<file path="src/hw/rtl/aecf_pkg.sv">
// shared types and constants of the audio echo comb filter
package aecf_pkg;

  localparam int SAMPLE_W      = 16;
  localparam int DELAY_W       = 17;
  localparam int COEF_W        = 16;
  localparam int FRAC_W        = 15;
  localparam int ACC_W         = 34;
  localparam int OPB_W         = COEF_W + 1;
  localparam int PROD_W        = ACC_W + OPB_W;
  localparam int CFG_IDX_W     = 2;
  localparam int CFG_DATA_W    = DELAY_W;
  localparam int MAX_DELAY_DEF = 65536;

  localparam logic               MODE_RST  = 1'b0;
  localparam logic [DELAY_W-1:0] DELAY_RST = DELAY_W'(44100);
  localparam logic [COEF_W-1:0]  GAIN_RST  = COEF_W'(26214);
  localparam logic [COEF_W-1:0]  NORM_RST  = COEF_W'(18204);

  typedef enum logic [CFG_IDX_W-1:0] {
    CFG_ECHO_MODE = 2'd0,
    CFG_DELAY     = 2'd1,
    CFG_GAIN      = 2'd2,
    CFG_NORM      = 2'd3
  } cfg_idx_t;

  typedef enum logic [1:0] {
    ST_IDLE,
    ST_MUL_GAIN,
    ST_MUL_NORM,
    ST_FIN
  } state_t;

  typedef enum logic {
    OP_GAIN_PAST,
    OP_ACC_NORM
  } mul_op_t;

  typedef struct packed {
    logic    en;
    mul_op_t op;
  } mul_ctrl_t;

endpackage

</file>
<file path="src/hw/rtl/aecf_mul.sv">
// shared signed multiplier with operand select and registered product
module aecf_mul import aecf_pkg::*; (
  input  logic                     clk,
  input  mul_ctrl_t                ctrl,
  input  logic signed [SAMPLE_W-1:0] past,
  input  logic [COEF_W-1:0]        gain,
  input  logic signed [ACC_W-1:0]  acc,
  input  logic [COEF_W-1:0]        norm,
  output logic signed [PROD_W-1:0] prod
);

  logic signed [ACC_W-1:0]  opa;
  logic signed [OPB_W-1:0]  opb;
  logic signed [PROD_W-1:0] prod_r;
  logic signed [PROD_W-1:0] prod_nxt;

  always_comb begin
    case (ctrl.op)
      OP_GAIN_PAST: begin
        opa = ACC_W'(past);
        opb = $signed({1'b0, gain});
      end
      default: begin
        opa = acc;
        opb = $signed({1'b0, norm});
      end
    endcase
    prod_nxt = PROD_W'(opa) * PROD_W'(opb);
  end

  always_ff @(posedge clk) begin
    if (ctrl.en) begin
      prod_r <= prod_nxt;
    end
  end

  assign prod = prod_r;

endmodule

</file>
<file path="config.mk">
export PLATFORM = sky130hd
export DESIGN_NAME = aecf_mul
export DESIGN_NICKNAME = d
export VERILOG_FILES = /design/src/hw/rtl/aecf_pkg.sv /design/src/hw/rtl/aecf_mul.sv
export SDC_FILE = /design/constraint.sdc
export NUM_CORES = 2
export LEC_CHECK = 0
export ABC_CLOCK_PERIOD_IN_PS = 9300
export BUFFER_PORTS_ARGS = -buffer_cell sky130_fd_sc_hd__buf_2
export CORE_UTILIZATION = 45
export DETAILED_ROUTE_END_ITERATION = 16
export RECOVER_POWER = 25
export SYNTH_ARGS = -nofsm -noshare
export SYNTH_HDL_FRONTEND = slang
export SYNTH_SLANG_ARGS = --single-unit
</file>
<file path="constraint.sdc">
create_clock -name clk -period 9.3 [get_ports clk]
set_clock_uncertainty 0.1 [all_clocks]
set_input_delay 0.465 -clock clk [delete_from_list [all_inputs] [get_ports clk]]
set_output_delay 0.465 -clock clk [all_outputs]
set_load 0.03 [all_outputs]
</file>
[Word level (Yosys, flattened, before mapping)]
Index checks and enable logic that the tools add are counted.
Cells by class
  multiplexer cells: 2
  multiply operators: 1
Operator list (number)
  34-bit by 17-bit multiplier with 51-bit output: 1
  34-bit two-way mux: 1
  16-bit two-way mux: 1
Storage, ports and cells
  output and inout bits: 51
  flip-flop bits (word level): 51
  bits of input ports: 85

[Logic depth before layout (Yosys ltp)]
  depth in word-level cells: 2
  gate-level depth with buffers: 30
  mapped depth without buffers: 26

[Worst setup path after synthesis]
Ideal clock, no wire load.
  path type: input port to flip-flop
  from: input port ctrl[0] (netlist bit)
  to: register prod_r[43] (netlist: prod[43]) (data pin)
  path slack: 1.348 ns
  stages: 27
  arrival time: 7.714 ns
  cells stage by stage: clkbuf_1 -> clkbuf_1 -> clkbuf_1 -> buf_1 -> nand2_1 -> nand2_1 -> clkbuf_1 -> nand2_1 -> fa_1 -> fa_1 -> fa_1 -> inv_1 -> fa_1 -> fa_1 -> inv_1 -> fa_1 -> inv_1 -> ha_1 -> and4_4 -> nand3_1 -> o21ai_2 -> o41ai_4 -> a31oi_4 -> a2111oi_4 -> o21ai_2 -> or4_1 -> nand4_1
On the way
  longest elaborated chain between the ends: 2
Ends and longest elaborated chain
  start, declared: line aecf_mul.sv:4  | input mul_ctrl_t ctrl,
  34-bit two-way mux / 16-bit two-way mux (equally long branches): line aecf_mul.sv:18  | case (ctrl.op)
  34-bit by 17-bit multiplier with 51-bit output *: line aecf_mul.sv:28  | prod_nxt = PROD_W'(opa) * PROD_W'(opb);
  named net prod_nxt[43]: line aecf_mul.sv:15  | logic signed [PROD_W-1:0] prod_nxt;
  end signal, assigned: line aecf_mul.sv:33  | prod_r <= prod_nxt;
  end, declared: line aecf_mul.sv:14  | logic signed [PROD_W-1:0] prod_r;
The timed path passes the listed nets; every way through them passes the cells marked *.
A chain may end at the register's enable or synchronous reset.

[Worst setup path after layout]
Same ends and word-level chain as after synthesis.

==> summary.md <==
| Metric | Value |
|---|---|
| CP Capture Type | flop |
| Register area | 0.00153 mm² |
| Syn nets | 3039 |
| Via density | 5.21 |
| Area delta synth->final | 7.88% |
| Mux contribution to synthesized area | 3.07% |
| Critical path launch point type | primary input |
| Die Span X | 217 µm |
| Grt total ovfl | 0 |
| Synthesized cell area | 0.0208 mm² |
| RePlAce Congestion | 0.945 |
| Max Fclk | 116 MHz |
| Period minus WS final | 8.59 ns |
| Synth area leaders | fa_1 (50%), inv_1 (10%), nand2_1 (7.5%) |
| Die Footprint | 0.0470 mm² |
| Starting DRT DRC Count | 1099 |
| Setup-failing EPs final | 0 |
| Main combinational cell family by area after synthesis | adder cells |
| Synth Area in XOR/XNOR | 1.98% |
| H-tree Lvls | 2 |
| Most used DFF post-synth | edfxtp_1 |
| IO buf count | 135 |
| First-pass GRT wire length | 98800 µm |
| Routed wire per std cell | 20.2 µm |
| Layout cell share with drive strength beyond 1 | 9.58% |
| Total number of vias | 15700 |
| Yosys top cell area share | 49.9% |
| Worst-path cell with the longest stage delay | mux2i_1 |
| DR DRC count | 0 |
| Critical Path Most Common Cell | fa_1 |
| Fin. max-slew vios | 52 |
| CTS Buf Count | 5 |
| Max reg flops | 51 |
| Synth cell count leaders | inv_1 (575), fa_1 (517), nand2_1 (413) |
| Clk root buf | clkbuf_16 |
| Hold depth | 4 |
| TritonRoute pass-1 iters | 7 |
| Clk buf depth | 2 |
| DP Wirelength | 51500 µm |
| Relative slew margins | -122% |
| #FFs+latches synth | 51 |
| Vias in the first global route | 17600 |
| Core ar. | 0.0455 mm² |
| Nets | 3144 |
| CP Data Required Time | 9.41 ns |
| Initial antenna violation count | 1 |
| Critical path arrival | 8.70 ns |
| Setup TNS | 0 ns |
| Post-Syn Instances | 2316 |
| Worst path max stage delay | 0.94 ns |
| Layout fillers | 4407 |
| Cell taking the most area after synthesis | fa_1 |
| RSZ-0062 raised after global routing | false |
| CTS tree | yes |
| Final worst setup slack | 0.709 ns |
| Worst slew pin tran | 3.33 ns |
| Largest net degree at the start of global routing | 52 |
| Seq/Total Area, Yosys | 7.38% |
| CTS clk-pin slew, worst paths | 0.08 ns |
| Hold crit path type | primary input to flop |
| Asr flop ratio synth | 0% |
| Period utilization | 92.4% |
| Std-Cell Rows | 78 |
| Synth Area in Simple Gates | 13.4% |
| Post-synth EDFFs | 51 |
| Final Hold Fails | 0 |
| DP Worst Slack | 0.458 ns |
| Die height | 217 µm |
| Crit Path Class | primary input to flop |
| Syn avg cell area | 8.96 µm² |
| Cell with the most instances after synthesis | inv_1 |
| Number of diodes | 0 |
| PostCTS Resize Cnt | 0 |
| CTS sink count | 51 |
| Max cap viols | 1 |
| Critical-path cell list | buf_4, buf_12, mux2i_1, nor2_1, fa_1, inv_1, fa_1, fa_1, inv_1, fa_1, fa_1, inv_1, fa_1, inv_1, ha_1, and4_4, nand3_1, o21ai_2, o41ai_4, a31oi_4, a2111oi_4, o21ai_2, or4_1, nand4_1 |
| Violated checks | capacitance limit, slew limit |
| Number of hold buffers added after CTS | 0 |
| Total GRT Usage | 27.9% |
| Final WL | 61100 µm |
| Antenna Nets Post-Route | 0 |
| I/O Pins | 136 |
| Compound-gate portion of the synthesized area | 5.10% |
| Synth unique cells | 55 |
| Setup bufs post-CTS | 0 |
| Run status | finished with violations |
| Adder-Cell Fraction of Synth Area | 57.1% |
| Maximum fanout along the worst path | 46 |
| Multi-input logic area | 0.0168 mm² |
| Yosys Warn Count | 0 |
| Starting Density | 45.7% |
## layer usage
layer  part of all wire [%]  GRT usage (%)  up-vias  wire (µm)
li1                       -              -     7034          -
met1                     41           36.2     8043      25200
met2                     48           46.8      558      29300
met3                    6.9           4.98      111       4220
met4                    3.8           10.5        0       2320
met5                      0              0        -          0
## worst max-delay path: cells and delay by family
family,cells,cell delay (ns)
AOI/OAI and AO/OA,5,1.77
adders and majority gates,7,3.45
muxes,1,0.94
and+or+nand+nor,5,1.08
buffers and inverters,6,0.98
## worst paths after layout
| check | start | endpoint | slack [ns] |
|---|---|---|---|
| worst max-delay path | ctrl[0] | prod[43]$_DFFE_PP_ | 0.71 |
| worst min-delay path | acc[0] | prod[0]$_DFFE_PP_ | 0.66 |
## kinds of logic after synthesis
group                    after synthesis
adder cells (fa/ha/maj)              638
multiplexers                          60
AND/OR/NAND/NOR                      697
AO/OA/AOI/OAI                        164
buffers and inverters                659
flip-flops                            51
XOR/XNOR                              47
## area by class of cell
cell class / instances / area share [%]
inverters: 575 / 9.64
clock buffers: 5 / 0.559
clock inverters: 2 / 0.0391
multi-input cells: 1606 / 74.9
flip-flops and latches: 51 / 6.84
repair buffers: 182 / 4.64
well taps: 600 / 3.35
## cell usage in the layout (no fill, tap or decap), types with 3 or more instances in the layout
cell type	n
xor2_1	12
o21bai_1	10
nand2_1	413
nor2_1	217
a21o_1	20
o21ai_0	22
xnor2_1	35
inv_1	575
o21a_1	4
mux2i_1	26
a31oi_1	7
clkbuf_16	5
o211ai_1	4
a21oi_1	70
nand3_1	9
ha_1	121
nor4_1	4
o31ai_1	5
nor3_1	11
buf_2	134
fa_1	517
nand2b_1	8
mux2_2	29
and3_1	7
buf_4	46
nand4_1	10
edfxtp_1	51
mux2i_2	3
and2_1	5
nor2b_1	5
## through the flow
step / util (%) / std cells / area (µm²) / hold slack, ns
after global routing: 49.2 / 3021 / 22400 / 0.663
after detailed placement: 49.0 / 3014 / 22300 / 0.841
after global placement: 49.0 / 3014 / 22300 / 0.841
final: 49.2 / 3021 / 22400 / 0.659
after floorplan: - / 2316 / 20800 / 0.477
after CTS: 49.3 / 3021 / 22400 / 0.639
Power is not shown: default switching activity piles up to over one toggle a cycle in this logic, so the estimate is an artifact.
